## src/assert_macros.svh

```systemverilog
// Assertion macros used by the RTL top level of the encoder.
`ifndef ASSERT_MACROS_SVH
`define ASSERT_MACROS_SVH

`ifndef SYNTHESIS

`define ASSERT_ALWAYS(label, clk, rst_n, cond) \
    label: assert property (@(posedge clk) disable iff (!rst_n) (cond)) \
        else $error("assertion failed");

`define ASSERT_IMPLIES(label, clk, rst_n, ante, cons) \
    label: assert property (@(posedge clk) disable iff (!rst_n) (ante) |-> (cons)) \
        else $error("assertion failed");

`define ASSERT_NEXT(label, clk, rst_n, ante, cons) \
    label: assert property (@(posedge clk) disable iff (!rst_n) (ante) |=> (cons)) \
        else $error("assertion failed");

`else

`define ASSERT_ALWAYS(label, clk, rst_n, cond)
`define ASSERT_IMPLIES(label, clk, rst_n, ante, cons)
`define ASSERT_NEXT(label, clk, rst_n, ante, cons)

`endif

`endif

```

## src/b64e_pkg.sv

```systemverilog
// Types, constants and the symbol function of the Base64 stream encoder.
`default_nettype none

package b64e_pkg;

    localparam int unsigned CHARS_PER_GROUP = 4;
    localparam int unsigned QUEUE_DEPTH     = 2;

    localparam logic [7:0] PAD_CHAR    = 8'h3D;
    localparam logic [5:0] SEXTET_MASK = 6'h3F;

    localparam logic [1:0] CNT_EMPTY = 2'd0;
    localparam logic [1:0] CNT_ONE   = 2'd1;
    localparam logic [1:0] CNT_TWO   = 2'd2;

    localparam logic [1:0] LAST_CHAR_IDX = 2'(CHARS_PER_GROUP - 1);

    typedef struct packed {
        logic [7:0] data_byte;
        logic       end_of_message;
    } byte_item_t;

    typedef struct packed {
        logic [7:0] out_char;
        logic       last_in_run;
        logic       message_done;
    } char_item_t;

    typedef struct packed {
        logic [CHARS_PER_GROUP-1:0][7:0] chars;
        logic                            done;
    } group_t;

    typedef struct packed {
        logic full;
        logic empty;
    } queue_status_t;

    function automatic logic [7:0] sextet_char(input logic [5:0] sextet);
        logic [5:0] s;
        logic [7:0] ch;
        s = sextet & SEXTET_MASK;
        if (s < 6'd26)
        begin
            ch = 8'h41 + {2'b00, s};
        end
        else if (s < 6'd52)
        begin
            ch = 8'h61 + {2'b00, s - 6'd26};
        end
        else if (s < 6'd62)
        begin
            ch = 8'h30 + {2'b00, s - 6'd52};
        end
        else if (s == 6'd62)
        begin
            ch = 8'h2B;
        end
        else
        begin
            ch = 8'h2F;
        end
        return ch;
    endfunction

endpackage

`default_nettype wire

```

## src/b64e_front.sv

```systemverilog
// Front end: accepts bytes, holds the pending group and builds character groups.
`default_nettype none

module b64e_front
    import b64e_pkg::*;
(
    input  wire logic          clk,
    input  wire logic          rst_n,
    input  wire logic          byte_valid,
    output logic               byte_ready,
    input  wire byte_item_t    byte_item,
    input  wire queue_status_t q_status,
    output logic               push,
    output group_t             push_group
);

    logic [15:0] pending_bytes_reg, pending_bytes_next;
    logic [1:0]  pending_count_reg, pending_count_next;
    logic        accept;
    logic        complete;
    logic [23:0] group_bits;

    assign byte_ready = !q_status.full;
    assign accept     = byte_valid && byte_ready;
    assign complete   = byte_item.end_of_message || (pending_count_reg >= CNT_TWO);
    assign push       = accept && complete;

    always_comb
    begin
        group_bits       = '0;
        push_group.chars = '0;
        push_group.done  = byte_item.end_of_message;
        unique case (pending_count_reg)
            CNT_EMPTY:
            begin
                group_bits          = {byte_item.data_byte, 16'h0000};
                push_group.chars[0] = sextet_char(group_bits[23:18]);
                push_group.chars[1] = sextet_char(group_bits[17:12]);
                push_group.chars[2] = PAD_CHAR;
                push_group.chars[3] = PAD_CHAR;
            end
            CNT_ONE:
            begin
                group_bits          = {pending_bytes_reg[15:8], byte_item.data_byte, 8'h00};
                push_group.chars[0] = sextet_char(group_bits[23:18]);
                push_group.chars[1] = sextet_char(group_bits[17:12]);
                push_group.chars[2] = sextet_char(group_bits[11:6]);
                push_group.chars[3] = PAD_CHAR;
            end
            default:
            begin
                group_bits          = {pending_bytes_reg, byte_item.data_byte};
                push_group.chars[0] = sextet_char(group_bits[23:18]);
                push_group.chars[1] = sextet_char(group_bits[17:12]);
                push_group.chars[2] = sextet_char(group_bits[11:6]);
                push_group.chars[3] = sextet_char(group_bits[5:0]);
            end
        endcase
    end

    always_comb
    begin
        pending_bytes_next = pending_bytes_reg;
        pending_count_next = pending_count_reg;
        if (accept)
        begin
            if (complete)
            begin
                pending_bytes_next = '0;
                pending_count_next = CNT_EMPTY;
            end
            else if (pending_count_reg == CNT_EMPTY)
            begin
                pending_bytes_next = {byte_item.data_byte, 8'h00};
                pending_count_next = CNT_ONE;
            end
            else
            begin
                pending_bytes_next = {pending_bytes_reg[15:8], byte_item.data_byte};
                pending_count_next = CNT_TWO;
            end
        end
    end

    always_ff @(posedge clk or negedge rst_n)
    begin
        if (!rst_n)
        begin
            pending_bytes_reg <= '0;
            pending_count_reg <= CNT_EMPTY;
        end
        else
        begin
            pending_bytes_reg <= pending_bytes_next;
            pending_count_reg <= pending_count_next;
        end
    end

endmodule

`default_nettype wire

```

## src/b64e_queue.sv

```systemverilog
// Two-entry queue of character groups between front and back end.
`default_nettype none

module b64e_queue
    import b64e_pkg::*;
(
    input  wire logic   clk,
    input  wire logic   rst_n,
    input  wire logic   push,
    input  wire group_t push_group,
    input  wire logic   pop,
    output group_t      head,
    output queue_status_t q_status
);

    localparam int unsigned PTR_W = $clog2(QUEUE_DEPTH);
    localparam int unsigned CNT_W = $clog2(QUEUE_DEPTH + 1);

    group_t             entries_reg [QUEUE_DEPTH];
    logic [PTR_W-1:0]   wr_ptr_reg, wr_ptr_next;
    logic [PTR_W-1:0]   rd_ptr_reg, rd_ptr_next;
    logic [CNT_W-1:0]   count_reg, count_next;
    logic               do_push;
    logic               do_pop;

    assign q_status.full  = (count_reg == CNT_W'(QUEUE_DEPTH));
    assign q_status.empty = (count_reg == '0);
    assign do_push        = push && !q_status.full;
    assign do_pop         = pop && !q_status.empty;
    assign head           = entries_reg[rd_ptr_reg];

    always_comb
    begin
        wr_ptr_next = wr_ptr_reg;
        rd_ptr_next = rd_ptr_reg;
        count_next  = count_reg;
        if (do_push)
        begin
            wr_ptr_next = (wr_ptr_reg == PTR_W'(QUEUE_DEPTH - 1)) ? '0 : wr_ptr_reg + 1'b1;
        end
        if (do_pop)
        begin
            rd_ptr_next = (rd_ptr_reg == PTR_W'(QUEUE_DEPTH - 1)) ? '0 : rd_ptr_reg + 1'b1;
        end
        if (do_push && !do_pop)
        begin
            count_next = count_reg + 1'b1;
        end
        else if (do_pop && !do_push)
        begin
            count_next = count_reg - 1'b1;
        end
    end

    always_ff @(posedge clk or negedge rst_n)
    begin
        if (!rst_n)
        begin
            wr_ptr_reg <= '0;
            rd_ptr_reg <= '0;
            count_reg  <= '0;
        end
        else
        begin
            wr_ptr_reg <= wr_ptr_next;
            rd_ptr_reg <= rd_ptr_next;
            count_reg  <= count_next;
        end
    end

    always_ff @(posedge clk)
    begin
        if (do_push)
        begin
            entries_reg[wr_ptr_reg] <= push_group;
        end
    end

endmodule

`default_nettype wire

```

## src/b64e_back.sv

```systemverilog
// Back end: sends the four characters of the head group one per cycle while char_ready is high.
`default_nettype none

module b64e_back
    import b64e_pkg::*;
(
    input  wire logic          clk,
    input  wire logic          rst_n,
    input  wire group_t        head,
    input  wire queue_status_t q_status,
    output logic               pop,
    output logic               char_valid,
    input  wire logic          char_ready,
    output char_item_t         char_item
);

    logic [1:0] idx_reg, idx_next;
    logic       accept;
    logic       last;

    assign char_valid             = !q_status.empty;
    assign accept                 = char_valid && char_ready;
    assign last                   = (idx_reg == LAST_CHAR_IDX);
    assign pop                    = accept && last;
    assign char_item.out_char     = head.chars[idx_reg];
    assign char_item.last_in_run  = last;
    assign char_item.message_done = last && head.done;

    always_comb
    begin
        idx_next = idx_reg;
        if (accept)
        begin
            idx_next = last ? '0 : idx_reg + 1'b1;
        end
    end

    always_ff @(posedge clk or negedge rst_n)
    begin
        if (!rst_n)
        begin
            idx_reg <= '0;
        end
        else
        begin
            idx_reg <= idx_next;
        end
    end

endmodule

`default_nettype wire

```

## src/base64_stream_encoder.sv

```systemverilog
// Top level of the Base64 stream encoder: front end, group queue, back end.
//
//  channel | direction | payload      | handshake
//  byte    | in        | byte_item_t  | byte_valid / byte_ready
//  char    | out       | char_item_t  | char_valid / char_ready
//
// A byte is taken every cycle while the two-entry group queue has room.
// A byte that completes a group (third byte or end of message) pushes four
// characters, which leave one per cycle while char_ready is high; the
// character port sets the sustained rate, and a short final group is padded to four characters too.
// Reset clears pending bytes, queue pointers and the character index.
// A stalled char port fills the queue, then byte_ready drops.
`default_nettype none
`include "assert_macros.svh"

module base64_stream_encoder
    import b64e_pkg::*;
(
    input  wire logic       clk,
    input  wire logic       rst_n,
    input  wire logic       byte_valid,
    output logic            byte_ready,
    input  wire byte_item_t byte_item,
    output logic            char_valid,
    input  wire logic       char_ready,
    output char_item_t      char_item
);

    queue_status_t q_status;
    logic          push;
    logic          pop;
    group_t        push_group;
    group_t        head;

    b64e_front u_front (
        .clk        (clk),
        .rst_n      (rst_n),
        .byte_valid (byte_valid),
        .byte_ready (byte_ready),
        .byte_item  (byte_item),
        .q_status   (q_status),
        .push       (push),
        .push_group (push_group)
    );

    b64e_queue u_queue (
        .clk        (clk),
        .rst_n      (rst_n),
        .push       (push),
        .push_group (push_group),
        .pop        (pop),
        .head       (head),
        .q_status   (q_status)
    );

    b64e_back u_back (
        .clk        (clk),
        .rst_n      (rst_n),
        .head       (head),
        .q_status   (q_status),
        .pop        (pop),
        .char_valid (char_valid),
        .char_ready (char_ready),
        .char_item  (char_item)
    );

    `ASSERT_ALWAYS(a_queue_status_sane, clk, rst_n, !(q_status.full && q_status.empty))
    `ASSERT_IMPLIES(a_done_is_last, clk, rst_n, char_item.message_done, char_item.last_in_run)
    `ASSERT_NEXT(a_eom_pushes_group, clk, rst_n, push && byte_item.end_of_message, char_valid)
    `ASSERT_IMPLIES(a_pop_only_when_valid, clk, rst_n, pop, char_valid && char_ready)

endmodule

`default_nettype wire

```

## config.mk

```make
export PLATFORM = sky130hd
export DESIGN_NAME = base64_stream_encoder
export DESIGN_NICKNAME = d
export VERILOG_FILES = /design/src/b64e_pkg.sv /design/src/b64e_front.sv /design/src/b64e_queue.sv /design/src/b64e_back.sv /design/src/base64_stream_encoder.sv
export VERILOG_INCLUDE_DIRS = /design/src /design/src/src
export SDC_FILE = /design/constraint.sdc
export NUM_CORES = 1
export LEC_CHECK = 0
export ABC_AREA = 1
export ABC_CLOCK_PERIOD_IN_PS = 5900
export BUFFER_PORTS_ARGS = -buffer_cell sky130_fd_sc_hd__buf_4
export CAP_MARGIN = 10
export CORE_MARGIN = 2
export CORE_UTILIZATION = 55
export CTS_BUF_LIST = sky130_fd_sc_hd__clkbuf_16
export DETAILED_ROUTE_END_ITERATION = 7
export PLACE_DENSITY = 0.71
export SETUP_SLACK_MARGIN = 0.1
export SYNTH_ARGS = -nofsm -noshare
export SYNTH_HDL_FRONTEND = slang
export SYNTH_SLANG_ARGS = --single-unit
```

## constraint.sdc

```tcl
create_clock -name clk -period 5.9 [get_ports clk]
set_input_delay 0.885 -clock clk [delete_from_list [all_inputs] [get_ports clk]]
set_output_delay 0.885 -clock clk [all_outputs]
set_load 0.02 [all_outputs]
```

==> results of run 1 <==
-- critical path, stage by stage, from the launching register on --
cell and delay (ns):
dfrtp_1 0.99, inv_1 0.66, o21ai_0 0.33, o22ai_1 0.10, nor2_1 0.13, a31oi_1 0.07
buf_4 0.18
-- routing by layer --
metal	global-route usage [%]	vias up	wire length [um]
met2	50.1	225	8870
met5	0	-	0
met3	4.27	37	1150
met4	10.8	0	555
met1	38.8	2815	8130
li1	-	2891	-
-- area by class of cell --
cell class / count / area [um^2] / area share (%)
Inverter: 95 / 357 / 4.85
Sequential cell: 90 / 2580 / 35.2
Tap cell: 168 / 210 / 2.86
Timing Repair Buffer: 26 / 195 / 2.66
Clock inverter: 7 / 46.3 / 0.630
Clock buffer: 9 / 225 / 3.07
Multi-Input combinational cell: 646 / 3730 / 50.8
-- through the flow --
step / utilization (%) / area, um^2 / hold slack, ns / setup slack (ns)
final: 60.9 / 7350 / 0.444 / 2.20
after global routing: 60.9 / 7350 / 0.468 / 1.91
after CTS: 60.9 / 7350 / 0.452 / 2.21
after detailed placement: 58.7 / 7070 / 0.471 / 2.59
after global placement: 58.7 / 7070 / 0.459 / 2.68
after floorplan: - / 6820 / 0.446 / 2.87
-- Yosys cell counts --
master / n / area, um^2
nand2_1: 163 / 612
clkbuf_1: 10 / 37.5
a21oi_1: 26 / 130
o21a_1: 3 / 22.5
inv_1: 84 / 315
o211ai_1: 9 / 67.6
a211oi_1: 2 / 15.0
buf_6: 2 / 22.5
o22ai_1: 28 / 175
nand3_1: 61 / 305
a31oi_1: 10 / 62.6
inv_2: 8 / 30.0
buf_2: 9 / 45.0
a22oi_1: 1 / 7.51
xnor2_1: 8 / 70.1
dfrtp_1: 24 / 601
o31ai_1: 1 / 7.51
nor2_4: 5 / 56.3
nor3_2: 1 / 10.0
o21ai_0: 70 / 350
nand4_1: 7 / 43.8
xor2_1: 45 / 394
nor2_1: 113 / 424
edfxtp_1: 66 / 1980
buf_4: 5 / 37.5
a21oi_2: 1 / 8.76
nand2_2: 6 / 37.5
nor3b_1: 1 / 7.51
o21ai_1: 3 / 15.0
nand3b_1: 2 / 15.0
o21bai_1: 2 / 15.0
clkinv_1: 3 / 11.3
o21ai_2: 2 / 17.5
nor3_1: 1 / 5.00
o2111ai_1: 2 / 17.5
and3_1: 2 / 12.5
ha_1: 60 / 751
or2_0: 1 / 6.26
clkbuf_2: 3 / 15.0
nor2_2: 7 / 43.8
or2_2: 3 / 18.8
-- worst min-delay path by stage --
stage / startpoint / to / slack [ns] / depth (start not counted)
floorplan: u_queue.count_reg[0] / u_queue.count_reg[0] / 0.45 / 1
global placement: u_queue.count_reg[0] / u_queue.count_reg[0] / 0.46 / 1
detailed placement: u_queue.count_reg[0] / u_queue.count_reg[0] / 0.47 / 1
CTS: rst_n / u_front.pending_bytes_reg[3] / 0.45 / 1
global route: rst_n / u_front.pending_bytes_reg[3] / 0.47 / 1
finish: rst_n / u_front.pending_bytes_reg[3] / 0.44 / 1
-- cell families (layout without fill, tap and decap cells) --
| family | after synthesis | count (layout) | share of synthesized area, % |
|---|---|---|---|
| adders and majority gates | 60 | 60 | 11.0 |
| DFF | 90 | 90 | 37.9 |
| buffers and inverters | 124 | 137 | 7.54 |
| xor gates and xnor gates | 53 | 53 | 6.80 |
| and+or+nand+nor | 373 | 373 | 23.4 |
| AOI/OAI and AO/OA | 160 | 160 | 13.4 |
-- power groups by stage --
stage / clock network [W] / logic [W] / registers [W]
2_1_floorplan: 0 / 0.00117 / 0.000979
3_3_place_gp: 0 / 0.00148 / 0.00110
3_5_place_dp: 0 / 0.00151 / 0.00111
4_1_cts: 0.000538 / 0.00151 / 0.00110
5_1_grt: 0.000560 / 0.00170 / 0.00112
6_report: 0.000528 / 0.00153 / 0.00110
==> flow_metrics.env, run 1 <==
export IMPL_switching_power_w=0.00144
export IMPL_worstPathRequired_ns=5.02
export IMPL_place_gp_congestion=1.03
export IMPL_via_per_inst=5.73
export IMPL_switching_share_pct=45.7
export IMPL_p_leak_nw=3.17
export IMPL_ys_warn_count=0
export IMPL_reg2regPathDepth=6
export IMPL_stdcell_count=1041
export IMPL_drt_iter0_drc=485
export IMPL_comb_power_share_pct=48.5
export IMPL_final_common_cell="nand2_1"
export IMPL_antenna_found_initial=0
export IMPL_cp_end_kind="output pin"
export IMPL_root_buffer="clkbuf_16"
export IMPL_avgSynthCellArea_um2=7.93
export IMPL_die_w_um=115
export IMPL_ys_types=41
export IMPL_rsz0062_at_grt="false"
export IMPL_p_int_w=0.00171
export IMPL_dieArea_mm2=0.0133
export IMPL_clock_skew_ns=0.0149
export IMPL_grt_pass1_vias=5680
export IMPL_fin_nets=941
export IMPL_hold_viol_final=0
export IMPL_worstSetupStartpointType="register"
export IMPL_cts_buffers=9
export IMPL_insertion_delay_ns=0.35
export IMPL_cp_startpoint="u_queue.rd_ptr_reg"
export IMPL_core_area_mm2=0.0121
export IMPL_final_cell_mix="nand2_1 (163), nor2_1 (111), inv_1 (86), o21ai_0 (70), edfxtp_1 (66)"
export IMPL_fmax_mhz=271
export IMPL_numPortBuffers=24
export IMPL_setup_violations=0
export IMPL_yosysSeqAreaShare_pct=37.9
export IMPL_largest_register_ffs=66
export IMPL_clk_pin_slew_ns=0.07
export IMPL_cp_endpoint="char_item[9]"
export IMPL_rows=40
export IMPL_setup_tns_ns=0
export IMPL_grt_max_degree=35
export IMPL_synth_seq_cells=90
export IMPL_drive_gt1_share_pct=8.59
export IMPL_first_pass_iters=6
export IMPL_track_usage_pct=29.7
export IMPL_critical_path_arrival_ns=2.81
export IMPL_wl_um=18700
export IMPL_post_cts_buffers=0
export IMPL_cts_resized=0
export IMPL_htree_num_levels=3
export IMPL_synth_nets=933
export IMPL_worst_pin_slew_ns=0.980
export IMPL_timing_final_crit_share_pct=62.6
export IMPL_cts_tree="built"
export IMPL_p_clk_share_pct=16.8
export IMPL_hold_buffers=0
export IMPL_ios=25
export IMPL_initial_core_util_pct=56.6
export IMPL_dp_cells=1025
export IMPL_dp_hpwl_um=14300
export IMPL_max_vdd_ir_drop_v=0.000250
export IMPL_drv_cap=0
export IMPL_powerDensity_mw_per_mm2=429
export IMPL_die_y_um=115
export IMPL_syn_to_final_growth_pct=7.69
export IMPL_power_w=0.00315
export IMPL_antenna_left=0
export IMPL_drcViolationCount=0
export IMPL_synth_cells=860
export IMPL_regToRegStartpoint="u_front.pending_count_reg[1]"
export IMPL_wl_per_cell_um=18.0
export IMPL_worstPathMaxFanout=34
export IMPL_clock_sinks=90
export IMPL_min_delay_path_class="in -> async"
export IMPL_grt_pass1_wl_um=30000
export IMPL_ctsLongestPathBuffers=2
export IMPL_netlist_area_mm2=0.00682
export IMPL_r2r_end="u_queue.entries_reg[1][15]"
export IMPL_slew_headroom_pct=34.7
export IMPL_r2r_slack_ns=3.43
export IMPL_crit_type="reg -> out"
export IMPL_outcome="finished, final reports clean"
export IMPL_slew_viol_final=0
export IMPL_fillers=1086
export IMPL_pwr_share_seq_pct=34.8
export IMPL_grt_overflow_total=0
export IMPL_period_minus_slack_ns=3.70
export IMPL_antennaDiodeCount=0
export IMPL_vias=5968
Power figures use the tool's default switching activity.
==> run 2: changes to the inputs <==
Settings changed: ABC_CLOCK_PERIOD_IN_PS 5900 to 3500.
Clock period 5.9 ns to 3.5 ns, I/O delays scaled along.
==> flow_metrics.env, run 2 (synthesis results as in run 1) <==
export IMPL_switching_power_w=0.00248
export IMPL_drcViolationCount=0
export IMPL_grt_overflow_total=0
export IMPL_p_int_w=0.00297
export IMPL_max_vdd_ir_drop_v=0.000312
export IMPL_min_delay_path_class="in -> async"
export IMPL_antenna_left=0
export IMPL_busiest_layer="met2"
export IMPL_htree_num_levels=3
export IMPL_dieArea_mm2=0.0133
export IMPL_hold_viol_final=0
export IMPL_worstPathRequired_ns=2.97
export IMPL_ios=25
export IMPL_multi_input_area_mm2=0.00373
export IMPL_power_w=0.00545
export IMPL_initial_core_util_pct=56.6
export IMPL_core_area_mm2=0.0121
export IMPL_drt_iter0_drc=694
export IMPL_hold_buffers=0
export IMPL_comb_power_share_pct=50.0
export IMPL_p_clk_share_pct=17.2
export IMPL_rows=40
export IMPL_largest_register_ffs=66
export IMPL_r2r_slack_ns=1.04
export IMPL_final_cell_mix="nand2_1 (163), nor2_1 (111), inv_1 (86), o21ai_0 (70), edfxtp_1 (66)"
export IMPL_critical_path_arrival_ns=2.43
export IMPL_pwr_share_seq_pct=32.8
export IMPL_finish_instance_area_mm2=0.00739
export IMPL_final_common_cell="nand2_1"
export IMPL_p_leak_nw=3.20
export IMPL_antennaDiodeCount=0
export IMPL_setup_violations=0
export IMPL_drv_cap=0
export IMPL_track_usage_pct=29.7
export IMPL_post_dp_cell_area_mm2=0.00710
export IMPL_die_y_um=115
export IMPL_place_gp_congestion=0.998
export IMPL_numPortBuffers=24
export IMPL_wl_um=18800
export IMPL_vias=5948
export IMPL_clock_skew_ns=0.0111
export IMPL_fillers=1094
export IMPL_clk_pin_slew_ns=0.06
export IMPL_wl_per_cell_um=18.0
export IMPL_setup_tns_ns=0
export IMPL_fin_util_pct=61.2
export IMPL_grt_max_degree=34
export IMPL_rsz0062_at_grt="false"
export IMPL_syn_to_final_growth_pct=8.27
export IMPL_outcome="finished, final reports clean"
export IMPL_cp_end_kind="output pin"
export IMPL_slew_headroom_pct=33.8
export IMPL_period_minus_slack_ns=2.95
export IMPL_worstSetupStartpointType="register"
export IMPL_post_cts_buffers=0
export IMPL_grt_pass1_vias=5471
export IMPL_hold_ws_ns=0.102
export IMPL_fin_nets=944
export IMPL_worstPathMaxFanout=19
export IMPL_drive_gt1_share_pct=8.79
export IMPL_cts_buffers=9
export IMPL_clock_sinks=90
export IMPL_cts_tree="built"
export IMPL_gr_usage_met2_pct=43.7
export IMPL_grt_util_met1_pct=42.8
export IMPL_slew_viol_final=0
export IMPL_insertion_delay_ns=0.35
export IMPL_first_pass_iters=5
export IMPL_grt_pass1_wl_um=29800
export IMPL_cts_resized=0
export IMPL_worst_pin_slew_ns=0.993
export IMPL_ctsLongestPathBuffers=2
export IMPL_switching_share_pct=45.5
export IMPL_crit_type="reg -> out"
export IMPL_fmax_mhz=339
export IMPL_powerDensity_mw_per_mm2=738
export IMPL_root_buffer="clkbuf_16"
export IMPL_use_met3_pct=5.90
export IMPL_seqCellArea_mm2=0.00258
export IMPL_die_w_um=115
export IMPL_dp_hpwl_um=14000
export IMPL_timing_final_crit_share_pct=84.4
export IMPL_antenna_found_initial=0
export IMPL_via_per_inst=5.70
[run 2: cell type report]
cell class / instances / area share [%]
Clock inverter: 7 / 0.864
Timing Repair Buffer: 29 / 2.95
Clock buffer: 9 / 3.05
Inverter: 95 / 4.83
Sequential cell: 90 / 35.0
Multi-Input combinational cell: 646 / 50.5
Tap cell: 168 / 2.85
[run 2: power groups by stage]
| stage | sequential, W | combinational [W] | clock [W] |
|---|---|---|---|
| floorplan | 0.00165 | 0.00197 | 0 |
| global placement | 0.00180 | 0.00265 | 0 |
| detailed placement | 0.00180 | 0.00268 | 0 |
| CTS | 0.00178 | 0.00269 | 0.000957 |
| global route | 0.00182 | 0.00301 | 0.000997 |
| finish | 0.00179 | 0.00272 | 0.000940 |
[run 2: final timing paths]
path,endpoint,start,cells past startpoint
max in group asynchronous,u_front.pending_bytes_reg[11],rst_n,1
worst min-delay path,u_front.pending_bytes_reg[3],rst_n,1
worst min register to register,u_queue.count_reg[0],u_queue.count_reg[0],1
worst max-delay path,char_item[9],u_back.idx_reg[0],6
worst max register to register,u_queue.entries_reg[0][3],u_front.pending_count_reg[1],5
min in group clk,u_queue.entries_reg[1][0],byte_item[0],1
[run 2: critical path: stages, from the launching register on]
cell and delay (ns):
dfrtp_1 0.63, inv_1 0.56, o21ai_0 0.22, o22ai_1 0.21
nor2_1 0.07, a31oi_1 0.20, buf_4 0.18
[run 2: stage by stage]
step | setup WS [ns] | cells
floorplan | 0.724 | 860
CTS | 0.546 | 1044
detailed placement | 0.662 | 1028
global route | 0.358 | 1044
global placement | 0.597 | 1028
finish | 0.548 | 1044
[run 2: per-layer routing]
metal,wire length [um],vias up
met5,0,-
met4,748,0
met3,1230,45
met2,8060,247
met1,8720,2760
li1,-,2896
==> run 3: changes to the inputs <==
Settings changed: ABC_CLOCK_PERIOD_IN_PS 3500 to 3000.
Clock period 3.5 ns to 3 ns, I/O delays scaled along.
==> flow_metrics.env, run 3 (synthesis results as in run 1) <==
export IMPL_cts_resized=0
export IMPL_cp_startpoint="u_queue.rd_ptr_reg"
export IMPL_rsz0062_at_grt="false"
export IMPL_htree_num_levels=3
export IMPL_post_cts_buffers=0
export IMPL_drive_gt1_share_pct=9.85
export IMPL_die_y_um=115
export IMPL_die_w_um=115
export IMPL_regToRegStartpoint="u_front.pending_bytes_reg[0]"
export IMPL_worst_pin_slew_ns=0.571
export IMPL_p_leak_nw=3.22
export IMPL_switching_power_w=0.00295
export IMPL_p_int_w=0.00345
export IMPL_antenna_left=0
export IMPL_ctsLongestPathBuffers=2
export IMPL_drcViolationCount=0
export IMPL_fmax_mhz=406
export IMPL_timing_final_crit_share_pct=82.1
export IMPL_insertion_delay_ns=0.35
export IMPL_vias=6056
export IMPL_reg2regPathDepth=10
export IMPL_max_vdd_ir_drop_v=0.000344
export IMPL_initial_core_util_pct=56.6
export IMPL_worstSetupStartpointType="register"
export IMPL_slew_headroom_pct=61.9
export IMPL_drt_iter0_drc=568
export IMPL_dp_slack_ns=0.284
export IMPL_pwr_share_seq_pct=31.8
export IMPL_comb_power_share_pct=51.0
export IMPL_dieArea_mm2=0.0133
export IMPL_drv_cap=0
export IMPL_crit_type="reg -> out"
export IMPL_first_pass_iters=5
export IMPL_dp_hpwl_um=14200
export IMPL_antennaDiodeCount=0
export IMPL_wl_per_cell_um=17.9
export IMPL_critical_path_arrival_ns=2.01
export IMPL_track_usage_pct=29.4
export IMPL_outcome="finished, final reports clean"
export IMPL_ios=25
export IMPL_worstPathMaxFanout=26
export IMPL_final_cell_mix="nand2_1 (163), nor2_1 (111), inv_1 (84), o21ai_0 (70), edfxtp_1 (66)"
export IMPL_cts_buffers=9
export IMPL_fin_nets=951
export IMPL_r2r_slack_ns=0.76
export IMPL_switching_share_pct=46.1
export IMPL_worstPathRequired_ns=2.55
export IMPL_syn_to_final_growth_pct=9.01
export IMPL_core_area_mm2=0.0121
export IMPL_grt_max_degree=34
export IMPL_period_minus_slack_ns=2.46
export IMPL_root_buffer="clkbuf_16"
export IMPL_r2r_end="u_queue.entries_reg[0][22]"
export IMPL_powerDensity_mw_per_mm2=861
export IMPL_hold_viol_final=0
export IMPL_via_per_inst=5.76
export IMPL_rows=40
export IMPL_hold_buffers=0
export IMPL_worst_slack_ns=0.538
export IMPL_clock_sinks=90
export IMPL_p_clk_share_pct=17.2
export IMPL_power_w=0.00640
export IMPL_wl_um=18800
export IMPL_cp_endpoint="char_item[6]"
export IMPL_clk_pin_slew_ns=0.07
export IMPL_largest_register_ffs=66
export IMPL_setup_tns_ns=0
export IMPL_cp_end_kind="output pin"
export IMPL_place_gp_congestion=0.989
export IMPL_min_delay_path_class="in -> async"
export IMPL_final_common_cell="nand2_1"
export IMPL_slew_viol_final=0
export IMPL_grt_pass1_vias=5635
export IMPL_clock_skew_ns=0.0113
export IMPL_setup_violations=0
export IMPL_grt_overflow_total=0
export IMPL_grt_pass1_wl_um=29700
export IMPL_antenna_found_initial=0
export IMPL_numPortBuffers=24
export IMPL_cts_tree="built"
==> run 3: how the worst min path moves through the flow <==
stage	start	end	slack [ns]	depth (start not counted)
after floorplan	rst_n	u_back.idx_reg[0]	0.15	0
after global placement	rst_n	u_front.pending_count_reg[1]	0.38	1
after detailed placement	rst_n	u_front.pending_count_reg[0]	0.39	1
after CTS	rst_n	u_front.pending_count_reg[1]	0.004	1
after global routing	rst_n	u_front.pending_bytes_reg[2]	0.02	1
final	rst_n	u_front.pending_bytes_reg[0]	0.0003	1
==> run 3: per-stage QoR <==
step | instances | hold WS (ns) | util, % | cell area (um^2)
3_5_place_dp | 1035 | 0.385 | 59.3 | 7150
5_1_grt | 1051 | 0.0170 | 61.6 | 7440
4_1_cts | 1051 | 0.00413 | 61.6 | 7440
2_1_floorplan | 860 | 0.154 | - | 6820
6_report | 1051 | 0.000306 | 61.6 | 7440
3_3_place_gp | 1035 | 0.379 | 59.3 | 7150
==> run 3: worst max-delay path, stage by stage, from the launching register on <==
cell     delay [ns]
dfrtp_1        0.51
buf_4          0.35
o21ai_0        0.14
o22ai_1        0.19
nor2_1         0.08
a31oi_1        0.22
buf_4          0.18
==> run 3: cell type report <==
type	instances	area, um^2
Fill cell	1077	4630
Multi-Input combinational cell	646	3730
Sequential cell	90	2580
Inverter	95	357
Timing Repair Buffer	36	270
Clock buffer	9	225
Tap cell	168	210
Clock inverter	7	61.3
==> run 3: power groups by stage <==
stage	Clock (W)	Combinational (W)	Sequential (W)
3_5_place_dp	0	0.00321	0.00206
6_report	0.00110	0.00327	0.00204
5_1_grt	0.00116	0.00361	0.00208
4_1_cts	0.00111	0.00324	0.00203
2_1_floorplan	0	0.00229	0.00193
3_3_place_gp	0	0.00315	0.00205
==> run 3: routing by layer <==
layer / vias to the layer above / routed length, um / share of wire [%] / GRT usage [%]
met5: - / 0 / 0 / 0
met4: 0 / 504 / 2.7 / 10.7
met3: 39 / 1240 / 6.6 / 5.27
met2: 255 / 8670 / 46 / 46.4
met1: 2845 / 8360 / 45 / 40.8
li1: 2917 / - / - / -
